## src/hdl/rdc_pkg.sv

```systemverilog
// Shared constants, types and helper functions of the radix digit converter.
`default_nettype none

package rdc_pkg;

	// Field widths
	localparam int VALUE_BITS = 31;
	localparam int RADIX_W    = 5;
	localparam int CHAR_W     = 7;
	localparam int DIGIT_W    = 4;

	// Reciprocal divide: q ~= (v * floor(2^RECIP_W / r)) >> RECIP_W, off by at most one
	localparam int RECIP_W = VALUE_BITS + 1;
	localparam int PROD_W  = VALUE_BITS + RECIP_W;
	localparam int WIDE_W  = VALUE_BITS + RADIX_W;
	localparam int REM_W   = 6;

	// Digit counter holds 0..VALUE_BITS, store index 0..VALUE_BITS-1
	localparam int CNT_W = $clog2(VALUE_BITS + 1);
	localparam int IDX_W = $clog2(VALUE_BITS);

	localparam logic [RADIX_W-1:0] RADIX_MIN = RADIX_W'(2);
	localparam logic [RADIX_W-1:0] RADIX_MAX = RADIX_W'(16);

	localparam logic [CHAR_W-1:0] CHAR_ZERO = 7'h30;
	localparam logic [CHAR_W-1:0] CHAR_A    = 7'h41;
	localparam logic [CHAR_W-1:0] CHAR_ERR  = 7'h00;

	localparam logic ERR_NONE  = 1'b0;
	localparam logic ERR_RADIX = 1'b1;

	// Word class decided by the front end
	typedef enum logic [2:0] {
		KIND_NUM  = 3'b001,
		KIND_ZERO = 3'b010,
		KIND_BAD  = 3'b100
	} kind_t;

	typedef struct packed {
		logic [VALUE_BITS-1:0] value;
		logic [RADIX_W-1:0]    radix;
		kind_t                 kind;
	} job_t;

	// Queue status seen by producer and consumer
	typedef struct packed {
		logic full;
		logic empty;
	} qstat_t;

	// ASCII glyph of one digit
	function automatic logic [CHAR_W-1:0] glyph_of(input logic [DIGIT_W-1:0] d);
		logic [CHAR_W-1:0] g;
		if (d < DIGIT_W'(10)) begin
			g = CHAR_ZERO + CHAR_W'(d);
		end else begin
			g = CHAR_A + CHAR_W'(d - DIGIT_W'(10));
		end
		return g;
	endfunction

	// floor(2^RECIP_W / r) for the legal radices
	function automatic logic [RECIP_W-1:0] recip_of(input logic [RADIX_W-1:0] r);
		logic [127:0] one;
		logic [RECIP_W-1:0] m;
		one = 128'(1) << RECIP_W;
		case (r)
			5'd2:    m = RECIP_W'(one / 128'd2);
			5'd3:    m = RECIP_W'(one / 128'd3);
			5'd4:    m = RECIP_W'(one / 128'd4);
			5'd5:    m = RECIP_W'(one / 128'd5);
			5'd6:    m = RECIP_W'(one / 128'd6);
			5'd7:    m = RECIP_W'(one / 128'd7);
			5'd8:    m = RECIP_W'(one / 128'd8);
			5'd9:    m = RECIP_W'(one / 128'd9);
			5'd10:   m = RECIP_W'(one / 128'd10);
			5'd11:   m = RECIP_W'(one / 128'd11);
			5'd12:   m = RECIP_W'(one / 128'd12);
			5'd13:   m = RECIP_W'(one / 128'd13);
			5'd14:   m = RECIP_W'(one / 128'd14);
			5'd15:   m = RECIP_W'(one / 128'd15);
			5'd16:   m = RECIP_W'(one / 128'd16);
			default: m = '0;
		endcase
		return m;
	endfunction

endpackage

`default_nettype wire

```

## src/hdl/rdc_front.sv

```systemverilog
// Front end: takes request words, classifies them and pushes them into the job queue.
`default_nettype none

module rdc_front (
	input  wire logic                            clk,
	input  wire logic                            arst_n,
	input  wire logic                            req_valid,
	output logic                                 req_stall,
	input  wire logic [rdc_pkg::VALUE_BITS-1:0]  value,
	input  wire logic [rdc_pkg::RADIX_W-1:0]     radix,
	input  wire rdc_pkg::qstat_t                 qstat,
	output logic                                 push,
	output rdc_pkg::job_t                        push_job
);

	logic seen_q;

	// Stall only when the queue has no room
	assign req_stall = qstat.full;
	assign push      = req_valid && !qstat.full;

	// Zero test wins over the radix test
	always_comb begin
		push_job.value = value;
		push_job.radix = radix;
		if (value == '0) begin
			push_job.kind = rdc_pkg::KIND_ZERO;
		end else if (radix < rdc_pkg::RADIX_MIN || radix > rdc_pkg::RADIX_MAX) begin
			push_job.kind = rdc_pkg::KIND_BAD;
		end else begin
			push_job.kind = rdc_pkg::KIND_NUM;
		end
	end

	// Marks that at least one word has come in since reset
	always_ff @(posedge clk or negedge arst_n) begin
		if (!arst_n) begin
			seen_q <= 1'b0;
		end else if (push) begin
			seen_q <= 1'b1;
		end
	end

	a_push_mark: assert property (@(posedge clk) disable iff (!arst_n)
		push |=> seen_q)
		else $error("front: push not recorded");

endmodule

`default_nettype wire

```

## src/hdl/rdc_queue.sv

```systemverilog
// Two-entry job queue between the front end and the converter back end.
`default_nettype none

module rdc_queue (
	input  wire logic          clk,
	input  wire logic          arst_n,
	input  wire logic          push,
	input  wire rdc_pkg::job_t push_job,
	input  wire logic          pop,
	output rdc_pkg::job_t      pop_job,
	output rdc_pkg::qstat_t    qstat
);

	rdc_pkg::job_t entry_q [2];
	logic          wr_ptr_q;
	logic          rd_ptr_q;
	logic [1:0]    cnt_q;

	assign qstat.full  = (cnt_q == 2'd2);
	assign qstat.empty = (cnt_q == 2'd0);
	assign pop_job     = entry_q[rd_ptr_q];

	// Entry storage
	always_ff @(posedge clk) begin
		if (push) begin
			entry_q[wr_ptr_q] <= push_job;
		end
	end

	// Pointers and fill count
	always_ff @(posedge clk or negedge arst_n) begin
		if (!arst_n) begin
			wr_ptr_q <= 1'b0;
			rd_ptr_q <= 1'b0;
			cnt_q    <= 2'd0;
		end else begin
			if (push) begin
				wr_ptr_q <= !wr_ptr_q;
			end
			if (pop) begin
				rd_ptr_q <= !rd_ptr_q;
			end
			case ({push, pop})
				2'b10:   cnt_q <= cnt_q + 2'd1;
				2'b01:   cnt_q <= cnt_q - 2'd1;
				default: cnt_q <= cnt_q;
			endcase
		end
	end

	a_no_overflow: assert property (@(posedge clk) disable iff (!arst_n)
		push |-> !qstat.full)
		else $error("queue: push while full");

	a_no_underflow: assert property (@(posedge clk) disable iff (!arst_n)
		pop |-> !qstat.empty)
		else $error("queue: pop while empty");

	a_count_range: assert property (@(posedge clk) disable iff (!arst_n)
		cnt_q != 2'd3)
		else $error("queue: count out of range");

endmodule

`default_nettype wire

```

## src/hdl/rdc_back.sv

```systemverilog
// Back end: serial digit extraction by reciprocal divide, then reversed character output.
`default_nettype none

module rdc_back (
	input  wire logic                          clk,
	input  wire logic                          arst_n,
	input  wire rdc_pkg::qstat_t               qstat,
	input  wire rdc_pkg::job_t                 pop_job,
	output logic                               pop,
	output logic                               rsp_valid,
	input  wire logic                          rsp_stall,
	output logic [rdc_pkg::CHAR_W-1:0]         digit_char,
	output logic                               is_last,
	output logic                               error_code
);

	typedef enum logic [3:0] {
		ST_IDLE = 4'b0001,
		ST_MUL  = 4'b0010,
		ST_REM  = 4'b0100,
		ST_EMIT = 4'b1000
	} state_t;

	state_t                          state_q;
	logic [rdc_pkg::VALUE_BITS-1:0]  quot_q;
	logic [rdc_pkg::RADIX_W-1:0]     radix_q;
	logic [rdc_pkg::PROD_W-1:0]      prod_q;
	logic [rdc_pkg::CNT_W-1:0]       cnt_q;
	logic [rdc_pkg::IDX_W-1:0]       idx_q;
	logic                            special_q;
	logic [rdc_pkg::CHAR_W-1:0]      spec_char_q;
	logic                            spec_err_q;
	logic [rdc_pkg::DIGIT_W-1:0]     store_q [rdc_pkg::VALUE_BITS];

	logic                            rsp_valid_q;
	logic [rdc_pkg::CHAR_W-1:0]      char_q;
	logic                            last_q;
	logic                            err_q;

	logic [rdc_pkg::VALUE_BITS-1:0]  q_est;
	logic [rdc_pkg::WIDE_W-1:0]      back_prod;
	logic [rdc_pkg::WIDE_W-1:0]      rem_wide;
	logic [rdc_pkg::REM_W-1:0]       rem_raw;
	logic [rdc_pkg::REM_W-1:0]       rem_fix;
	logic [rdc_pkg::VALUE_BITS-1:0]  q_fix;
	logic                            last_digit;
	logic                            out_free;
	logic                            emit;

	assign rsp_valid  = rsp_valid_q;
	assign digit_char = char_q;
	assign is_last    = last_q;
	assign error_code = err_q;

	assign out_free = !rsp_valid_q || !rsp_stall;
	assign emit     = (state_q == ST_EMIT) && out_free;
	assign pop      = (state_q == ST_IDLE) && !qstat.empty;

	// Remainder from the estimated quotient, with one correction step
	always_comb begin
		q_est     = prod_q[rdc_pkg::PROD_W-1:rdc_pkg::RECIP_W];
		back_prod = rdc_pkg::WIDE_W'(q_est) * rdc_pkg::WIDE_W'(radix_q);
		rem_wide  = rdc_pkg::WIDE_W'(quot_q) - back_prod;
		rem_raw   = rem_wide[rdc_pkg::REM_W-1:0];
		if (rem_raw >= rdc_pkg::REM_W'(radix_q)) begin
			rem_fix = rem_raw - rdc_pkg::REM_W'(radix_q);
			q_fix   = q_est + rdc_pkg::VALUE_BITS'(1);
		end else begin
			rem_fix = rem_raw;
			q_fix   = q_est;
		end
		last_digit = (q_fix == '0) ||
			(cnt_q == rdc_pkg::CNT_W'(rdc_pkg::VALUE_BITS - 1));
	end

	// Digit store
	always_ff @(posedge clk) begin
		if (state_q == ST_REM) begin
			store_q[cnt_q[rdc_pkg::IDX_W-1:0]] <= rem_fix[rdc_pkg::DIGIT_W-1:0];
		end
	end

	// Datapath registers
	always_ff @(posedge clk) begin
		if (pop) begin
			quot_q      <= pop_job.value;
			radix_q     <= pop_job.radix;
			spec_char_q <= (pop_job.kind == rdc_pkg::KIND_ZERO) ?
				rdc_pkg::CHAR_ZERO : rdc_pkg::CHAR_ERR;
			spec_err_q  <= (pop_job.kind == rdc_pkg::KIND_BAD) ?
				rdc_pkg::ERR_RADIX : rdc_pkg::ERR_NONE;
		end
		if (state_q == ST_MUL) begin
			prod_q <= rdc_pkg::PROD_W'(quot_q) *
				rdc_pkg::PROD_W'(rdc_pkg::recip_of(radix_q));
		end
		if (state_q == ST_REM) begin
			quot_q <= q_fix;
			if (last_digit) begin
				idx_q <= cnt_q[rdc_pkg::IDX_W-1:0];
			end
		end
		if (emit && !special_q && idx_q != '0) begin
			idx_q <= idx_q - rdc_pkg::IDX_W'(1);
		end
	end

	// Sequencer
	always_ff @(posedge clk or negedge arst_n) begin
		if (!arst_n) begin
			state_q   <= ST_IDLE;
			cnt_q     <= '0;
			special_q <= 1'b0;
		end else begin
			unique case (state_q)
				ST_IDLE: begin
					if (pop) begin
						cnt_q <= '0;
						if (pop_job.kind == rdc_pkg::KIND_NUM) begin
							special_q <= 1'b0;
							state_q   <= ST_MUL;
						end else begin
							special_q <= 1'b1;
							state_q   <= ST_EMIT;
						end
					end
				end
				ST_MUL: begin
					state_q <= ST_REM;
				end
				ST_REM: begin
					cnt_q   <= cnt_q + rdc_pkg::CNT_W'(1);
					state_q <= last_digit ? ST_EMIT : ST_MUL;
				end
				ST_EMIT: begin
					if (emit && (special_q || idx_q == '0)) begin
						state_q <= ST_IDLE;
					end
				end
				default: begin
					state_q <= ST_IDLE;
				end
			endcase
		end
	end

	// Output register payload
	always_ff @(posedge clk) begin
		if (emit) begin
			if (special_q) begin
				char_q <= spec_char_q;
				last_q <= 1'b1;
				err_q  <= spec_err_q;
			end else begin
				char_q <= rdc_pkg::glyph_of(store_q[idx_q]);
				last_q <= (idx_q == '0);
				err_q  <= rdc_pkg::ERR_NONE;
			end
		end
	end

	// Output register valid
	always_ff @(posedge clk or negedge arst_n) begin
		if (!arst_n) begin
			rsp_valid_q <= 1'b0;
		end else if (out_free) begin
			rsp_valid_q <= emit;
		end
	end

	a_count_bound: assert property (@(posedge clk) disable iff (!arst_n)
		cnt_q <= rdc_pkg::CNT_W'(rdc_pkg::VALUE_BITS))
		else $error("back: digit count beyond store depth");

	a_rem_after_mul: assert property (@(posedge clk) disable iff (!arst_n)
		state_q == ST_REM |-> $past(state_q) == ST_MUL)
		else $error("back: remainder step without product");

	a_rem_fixed: assert property (@(posedge clk) disable iff (!arst_n)
		state_q == ST_REM |-> rem_fix < rdc_pkg::REM_W'(radix_q))
		else $error("back: remainder not below radix after correction");

	a_emit_index: assert property (@(posedge clk) disable iff (!arst_n)
		(state_q == ST_EMIT && !special_q) |-> rdc_pkg::CNT_W'(idx_q) < cnt_q)
		else $error("back: read index past collected digits");

endmodule

`default_nettype wire

```

## src/hdl/radix_digit_converter_unit.sv

```systemverilog
// Radix digit converter top level: front end, job queue and back end.
// Converts a non-negative integer into ASCII digits ('0'-'9', 'A'-'F') in radix 2 to 16,
// most significant digit first, one response word per character with is_last on the
// final one. A zero value gives the single word '0'; a nonzero value with a radix outside
// 2 to 16 gives one word with digit_char 0 and error_code 1. In the back end each digit takes
// a reciprocal multiply step, then a remainder and correction step, and each character then
// leaves at one per cycle through the output register while the output is not stalled.
// A two-entry queue lets request words be accepted while the back end is busy with an
// earlier one.
`default_nettype none

module radix_digit_converter_unit (
	input  wire logic                           clk,
	input  wire logic                           arst_n,
	input  wire logic                           req_valid,
	output logic                                req_stall,
	input  wire logic [rdc_pkg::VALUE_BITS-1:0] value,
	input  wire logic [rdc_pkg::RADIX_W-1:0]    radix,
	output logic                                rsp_valid,
	input  wire logic                           rsp_stall,
	output logic [rdc_pkg::CHAR_W-1:0]          digit_char,
	output logic                                is_last,
	output logic                                error_code
);

	rdc_pkg::qstat_t qstat;
	rdc_pkg::job_t   push_job;
	rdc_pkg::job_t   pop_job;
	logic            push;
	logic            pop;

	rdc_front u_front (
		.clk       (clk),
		.arst_n    (arst_n),
		.req_valid (req_valid),
		.req_stall (req_stall),
		.value     (value),
		.radix     (radix),
		.qstat     (qstat),
		.push      (push),
		.push_job  (push_job)
	);

	rdc_queue u_queue (
		.clk      (clk),
		.arst_n   (arst_n),
		.push     (push),
		.push_job (push_job),
		.pop      (pop),
		.pop_job  (pop_job),
		.qstat    (qstat)
	);

	rdc_back u_back (
		.clk        (clk),
		.arst_n     (arst_n),
		.qstat      (qstat),
		.pop_job    (pop_job),
		.pop        (pop),
		.rsp_valid  (rsp_valid),
		.rsp_stall  (rsp_stall),
		.digit_char (digit_char),
		.is_last    (is_last),
		.error_code (error_code)
	);

endmodule

`default_nettype wire
```

## config.mk

```make
export PLATFORM = sky130hd
export DESIGN_NAME = radix_digit_converter_unit
export DESIGN_NICKNAME = d
export VERILOG_FILES = /design/src/hdl/rdc_pkg.sv /design/src/hdl/rdc_front.sv /design/src/hdl/rdc_queue.sv /design/src/hdl/rdc_back.sv /design/src/hdl/radix_digit_converter_unit.sv
export SDC_FILE = /design/constraint.sdc
export NUM_CORES = 2
export LEC_CHECK = 0
export ABC_AREA = 1
export BUFFER_PORTS_ARGS = -buffer_cell sky130_fd_sc_hd__clkbuf_2
export CAP_MARGIN = 10
export CORE_UTILIZATION = 67
export DETAILED_ROUTE_END_ITERATION = 10
export GPL_TIMING_DRIVEN = 0
export PLACE_DENSITY_LB_ADDON = 0.15
export SLEW_MARGIN = 0
export SYNTH_ARGS = -nofsm -noshare
export SYNTH_HDL_FRONTEND = slang
export SYNTH_SLANG_ARGS = --single-unit
```

## constraint.sdc

```tcl
create_clock -name clk -period 19.3 [get_ports clk]
set_input_delay 1.93 -clock clk [delete_from_list [all_inputs] [get_ports clk]]
set_output_delay 1.93 -clock clk [all_outputs]
set_load 0.1 [all_outputs]
```

# --- After elaboration in Yosys (flattened, before gate mapping) ---
# Memories as Yosys holds them, arrays and structs flattened. A register that Yosys moved wholly into a read port is not among the register bits.
# Cells that the tools add are included.
totals:
  ff_bits: 136
  ramBits: 202
  romBits: 1024
  inputBits: 40
  output_inout_bits: 11
  elab_cells: 108
  n_memories: 3
memory_table:
  columns: ["name", "words", "word_bits", "read_ports", "rd_clocked_by_memory_dff", "write_ports", "line", "source"]
  rows:
  - ["(name not given)", 32, 32, 1, 1, 0, "rdc_pkg.sv:67", "case (r)"]
  - ["u_back.store_q", 31, 4, 1, 1, 1, "rdc_back.sv:33", "logic [rdc_pkg::DIGIT_W-1:0] store_q [rdc_pkg::VALUE_BITS];"]
  - ["u_queue.entry_q", 2, 39, 1, 0, 1, "rdc_queue.sv:14", "rdc_pkg::job_t entry_q [2];"]
classes:
  add_sub_neg: 10
  mul: 2
  n_lt_le_gt_ge: 4
  n_eq_ne: 13
  muxes: 29
  reduce_logical: 31
op_table:
  columns: ["cell", "count"]
  rows:
  - ["$mux W31", 3]
  - ["$mul A31 B32 Y63", 1]
  - ["$logic_not A31 Y1", 2]
  - ["$mux W32", 1]
  - ["$add A31 B1 Y31 const B", 1]
  - ["$mul A31 B5 Y6", 1]
  - ["$mux W5", 6]
  - ["$mux W4", 5]
  - ["$pmux W4 S4", 1]
  - ["$mux W7", 2]
  - ["$pmux W5 S2", 1]
  - ["$reduce_bool A2 Y1", 5]
  - ["$reduce_and A2 Y1", 4]
  - ["$add A6 B4 Y7 const A", 1]
  - ["$add A7 B7 Y7 const A", 1]
  - ["$logic_not A1 Y1", 7]
  - ["$ge A6 B5 Y1", 1]
  - ["$logic_and A1 B1 Y1", 6]
  - ["$mux W1", 6]
  - ["$mux W3", 2]
  - ["$mux W6", 1]
  - ["$sub A6 B6 Y6", 1]
  - ["$add A5 B1 Y5 const B", 1]
  - ["$eq A5 B5 Y1 const B", 1]
  - ["23 further kinds", 28]

# --- Logic depth before layout (Yosys ltp) ---
logic_depth:
  depth_word: 10
  mapped_depth: 35
  depth_no_buf: 34

# --- Cells and area by module ---
# From an unflattened synthesis, not the netlist that was laid out.
unflattened:
  hier_cells: 5227
  area_unflattened_um2: 46387.0
by_module_without_submodules:
  columns: ["mod", "n_inst", "cells_each", "area_per_inst_um2", "seq_area_each_um2"]
  rows:
  - ["rdc_back", 1, 4918, 42817.3, 7033.0]
  - ["rdc_queue", 1, 228, 3114.2, 2442.3]
  - ["rdc_front", 1, 81, 455.4, 0.0]

# --- Worst setup path before layout ---
# OpenSTA, ideal clock, no wires.
synth_timing:
  kind: "reg-to-reg"
  from: "register u_back.quot_q[18] in the netlist's numbering"
  to: "register u_back.prod_q[53] in the netlist's numbering (data pin)"
  setup_ns: 0.265
  arrival_ns: 6.741
  required_time_ns: 19.035
  path_slack_ns: 12.294
  stages_incl_launch_ff: 27
  n_path_buf: 2
  synth_period_minus_slack_ns: 7.006
  path_cell_list: "edfxtp_1 clkbuf_1 clkbuf_1 nand2_1 fa_1 fa_1 inv_1 fa_1 fa_1 fa_1 fa_1 fa_1 inv_1 fa_1 inv_1 ha_1 nand2_1 nor2_1 nand2_1 nor4b_1 nand3b_1 nand3_1 nand2_1 nand2_1 a31oi_1 o21ai_0 xor2_1"
synth_via:
  elab_chain_len: 1
synth_lines:
  columns: ["item", "line", "source"]
  rows:
  - ["from (decl)", "rdc_back.sv:25", "logic [rdc_pkg::VALUE_BITS-1:0] quot_q;"]
  - ["from (signal assigned)", "rdc_back.sv:86", "quot_q <= pop_job.value;"]
  - ["from (signal assigned)", "rdc_back.sv:98", "quot_q <= q_fix;"]
  - ["$mul A31 B32 Y63", "rdc_back.sv:94", "prod_q <= rdc_pkg::PROD_W'(quot_q) *"]
  - ["to (signal assigned)", "rdc_back.sv:94", null]
  - ["to (decl)", "rdc_back.sv:27", "logic [rdc_pkg::PROD_W-1:0] prod_q;"]
# No other way between the ends.
# A chain may end at the register's enable or synchronous reset.

==> results_dict.tcl <==
set metrics [dict create \
    period_share_pct 49.5 \
    routed_wl_microns 158000 \
    synth_area_leader_cell "fa_1" \
    coreArea_sq_mm 0.0674 \
    nNetsFinal 6402 \
    syn-cell-area_sq_mm 0.0457 \
    crit_path_end_kind "flop" \
    synth_compound_area_share_pct 4.88 \
    fp.dieArea_sq_mm 0.0693 \
    clock_skew_ps 13.4 \
    syn-num-nets 6312 \
    yosysUniqueCellTypes 59 \
    initial_core_util_pct 67.9 \
    ys_seq_elements 327 \
    drcViolationCount 0 \
    grt_usage_pct 47.1 \
    crit_cells 24 \
    crit_chain "clkbuf_1 -> clkbuf_1 -> nand2_1 -> fa_1 -> fa_1 -> fa_1 -> fa_1 -> inv_1 -> fa_1 -> fa_1 -> fa_1 -> fa_1 -> ha_1 -> nand2_1 -> nor2_1 -> nand2_1 -> nor4b_1 -> nand3b_1 -> nand3_1 -> nand2_1 -> nand2_1 -> a31oi_1 -> o21ai_0 -> xor2_1" \
    grt_pass1_vias 37820 \
    vias 36176 \
    setup_ws_ps 9740 \
    syn_inst 5115 \
    critical_path_arrival_ps 9840 \
    status "finished, violations left" \
    r2r_cells 24 \
    finalCriticalPeriod_ps 9560 \
    worstHoldPathType "flop to flop" \
    fmaxAchievable_ghz 0.105 \
    final_cells 6102 \
    crit_required_ps 19580 \
    synth_fa_ha_area_share_pct 45.8 \
    cts_tree "done" \
    tightestPinTransition_ps 1600 \
    crit_family "adder cells" \
    cpMostUsedCell "fa_1" \
    cts.htree.levels 1 \
    grt_pass1_wl_microns 233000 \
    gp_congestion 1.09 \
    antenna_left 0 \
    yosysWarnings 0 \
    relSlewSlack_pct -6.50 \
    post_cts_buffers 0 \
    cp_slowest_stage_delay_ps 1120 \
    cts_root_buf "clkbuf_16" \
    synth.top_cell.area_share_pct 37.9 \
    cts_buffers 25 \
    overflow 0 \
    ys_seq_area_share_pct 20.7 \
    synth_edf_count 285 \
    synth-main-ff-cell "edfxtp_1" \
    grt_max_degree 37 \
    die_x_microns 263 \
    synth_top_family_by_area "adder cells" \
    setup-tns-final_ps 0 \
    pre_cts_ws_ps 10170 \
    whs_ps 555 \
    min_path_cells 2 \
    setup_viol 0 \
    place_inst 6046 \
    cts.clk_slew.worst_paths_ps 80 \
    cts_resized 0 \
    io_pins 51 \
    timing.final.hold_violations 0 \
    io_buffers 50 \
    start_kind "flop" \
    clock_sinks 327 \
    hold_buffers 0 \
    via_per_inst 5.93 \
    worst-path-max-fanout 10 \
    antenna_found_initial 5 \
    drt-pass1-iter-count 8 \
    violations "capacitance limit, slew limit" \
    drv_cap 3 \
    drt_iter0_drc 4242 \
    die_h_microns 263 \
    synth_mux_area_share_pct 0.0465 \
    synth-simple-area-share_pct 13.5 \
    synth_area_leaders "fa_1 38%, edfxtp_1 19%, inv_1 12%, nand2_1 9.1%, ha_1 8.0%" \
    async_flop_share_pct 4.59 \
    rsz0062_at_grt "no" \
    drive_gt1_share_pct 3.04 \
    synth.avg_cell_area_sq_um 8.94 \
    syn_to_final_growth_pct 5.47 \
    yosys.area_share.xor_xnor_pct 1.68 \
    insertion_delay_ps 560 \
    slew_viol_final 34 \
    clk_path_buf_depth 3 \
    crit_buf_inv 3 \
    criticalPathCategory "flop to flop" \
    avgRoutedWirePerCell_microns 25.9 \
    num_rows 95 \
    crit_slowest_cell "clkbuf_1" \
    place_hpwl_microns 128000 \
]
## cell type report
class	count	area, sq um
multi-input combinational	3184	30200
fill	5419	19200
sequential	327	9480
inverter	1419	5330
tap	873	1090
buffer	185	749
clock buffer	32	693
timing repair buffer	63	488
clock inverter	14	179
antenna	5	12.5
## layer usage
layer / GRT usage [%] / part of all wire, %
met1: 57.2 / 34
met2: 71.3 / 44
met3: 16.6 / 14
met4: 31.4 / 8.2
met5: 0 / 0.037
## logic make-up after synthesis
group                      after synthesis
muxes                                    2
AOI/OAI and AO/OA                      389
xor gates and xnor gates                87
buffers and inverters                 1604
DFF                                    327
adders and majority gates             1157
and+or+nand+nor                       1549
## cell usage in the layout (no fill, tap or decap), types with 6 or more instances in the layout
master,netlist,routed
a21oi_1,108,108
xor2_1,71,71
ha_1,292,292
fa_1,865,865
dfxtp_1,27,27
nand4_1,35,35
o21ai_1,9,9
nor3_1,35,35
o21bai_1,7,7
o21ai_0,136,134
nor2_1,258,256
nand3_1,62,62
nor4_1,16,16
nand2_2,7,8
buf_8,0,9
clkbuf_1,168,172
a31oi_1,69,69
dfrtp_1,14,14
o22ai_1,15,15
clkbuf_2,0,50
clkbuf_16,0,26
o221ai_1,14,14
nand2_1,1111,1110
inv_1,1412,1412
xnor2_1,15,15
edfxtp_1,285,285
or2_2,7,7
buf_4,6,6
## Yosys cell counts (2+ instances only)
| master | n |
|---|---|
| nand4_1 | 35 |
| buf_4 | 6 |
| and3_1 | 2 |
| nor3b_1 | 2 |
| a21oi_1 | 108 |
| nor2_1 | 258 |
| buf_6 | 4 |
| dfxtp_1 | 27 |
| o221ai_1 | 14 |
| nor2_2 | 3 |
| a32o_1 | 2 |
| a31oi_1 | 69 |
| o21ai_1 | 9 |
| o31ai_1 | 4 |
| o22ai_1 | 15 |
| o21bai_1 | 7 |
| dfrtp_1 | 14 |
| a21o_1 | 4 |
| nand2_2 | 7 |
| nand2_1 | 1111 |
| buf_2 | 2 |
| xnor2_1 | 15 |
| nand3_4 | 2 |
| xor2_1 | 71 |
| nand3_1 | 62 |
| nand3b_1 | 3 |
| ha_1 | 292 |
| nor4_1 | 16 |
| a31o_2 | 4 |
| a221o_1 | 2 |
| inv_2 | 4 |
| or2_2 | 7 |
| fa_1 | 865 |
| buf_1 | 5 |
| nand2_4 | 2 |
| edfxtp_1 | 285 |
| o211ai_1 | 4 |
| o2111ai_1 | 2 |
| clkinv_1 | 3 |
| nor3_1 | 35 |
| clkbuf_1 | 168 |
| o221a_2 | 2 |
| o21ai_0 | 136 |
| inv_1 | 1412 |
## flip-flops by register name (all words and copies together) (netlist names), 5 cells and up, named ones only
register	count
u_back.radix_q	5
u_back.idx_q	5
u_queue.entry_q	78
u_back.cnt_q	5
u_back.quot_q	31
u_back.prod_q	31
u_back.store_q	124
u_back.digit_char	7
## worst register-to-register path: cells and delay by family (launching register included)
family / cells / cell delay [ps]
adders and majority gates: 9 / 4640
buffers and inverters: 3 / 2110
and+or+nand+nor: 9 / 1580
DFF: 1 / 490
AOI/OAI and AO/OA: 2 / 360
xor gates and xnor gates: 1 / 120
## metrics by stage
| step | cell area, sq um | util (%) |
|---|---|---|
| floorplan | 45700 | - |
| global placement | 47100 | 69.9 |
| detailed placement | 47300 | 70.1 |
| CTS | 48100 | 71.4 |
| global route | 48200 | 71.6 |
| finish | 48200 | 71.6 |
## worst paths after layout
check | start | end | slack, ps
setup / recovery | flop | u_back.prod_q[53] | 9740
setup reg to reg | flop | u_back.prod_q[53] | 9740
max in group asynchronous | arst_n | u_back.state_q[0] | 17630
hold reg to reg | u_back.idx_q[1] | flop | 560
min in group asynchronous | arst_n | u_back.rsp_valid | 1320
hold / removal | u_back.idx_q[1] | flop | 560
Power is not shown: default switching activity piles up to over one toggle a cycle in this logic, so the estimate is an artifact.
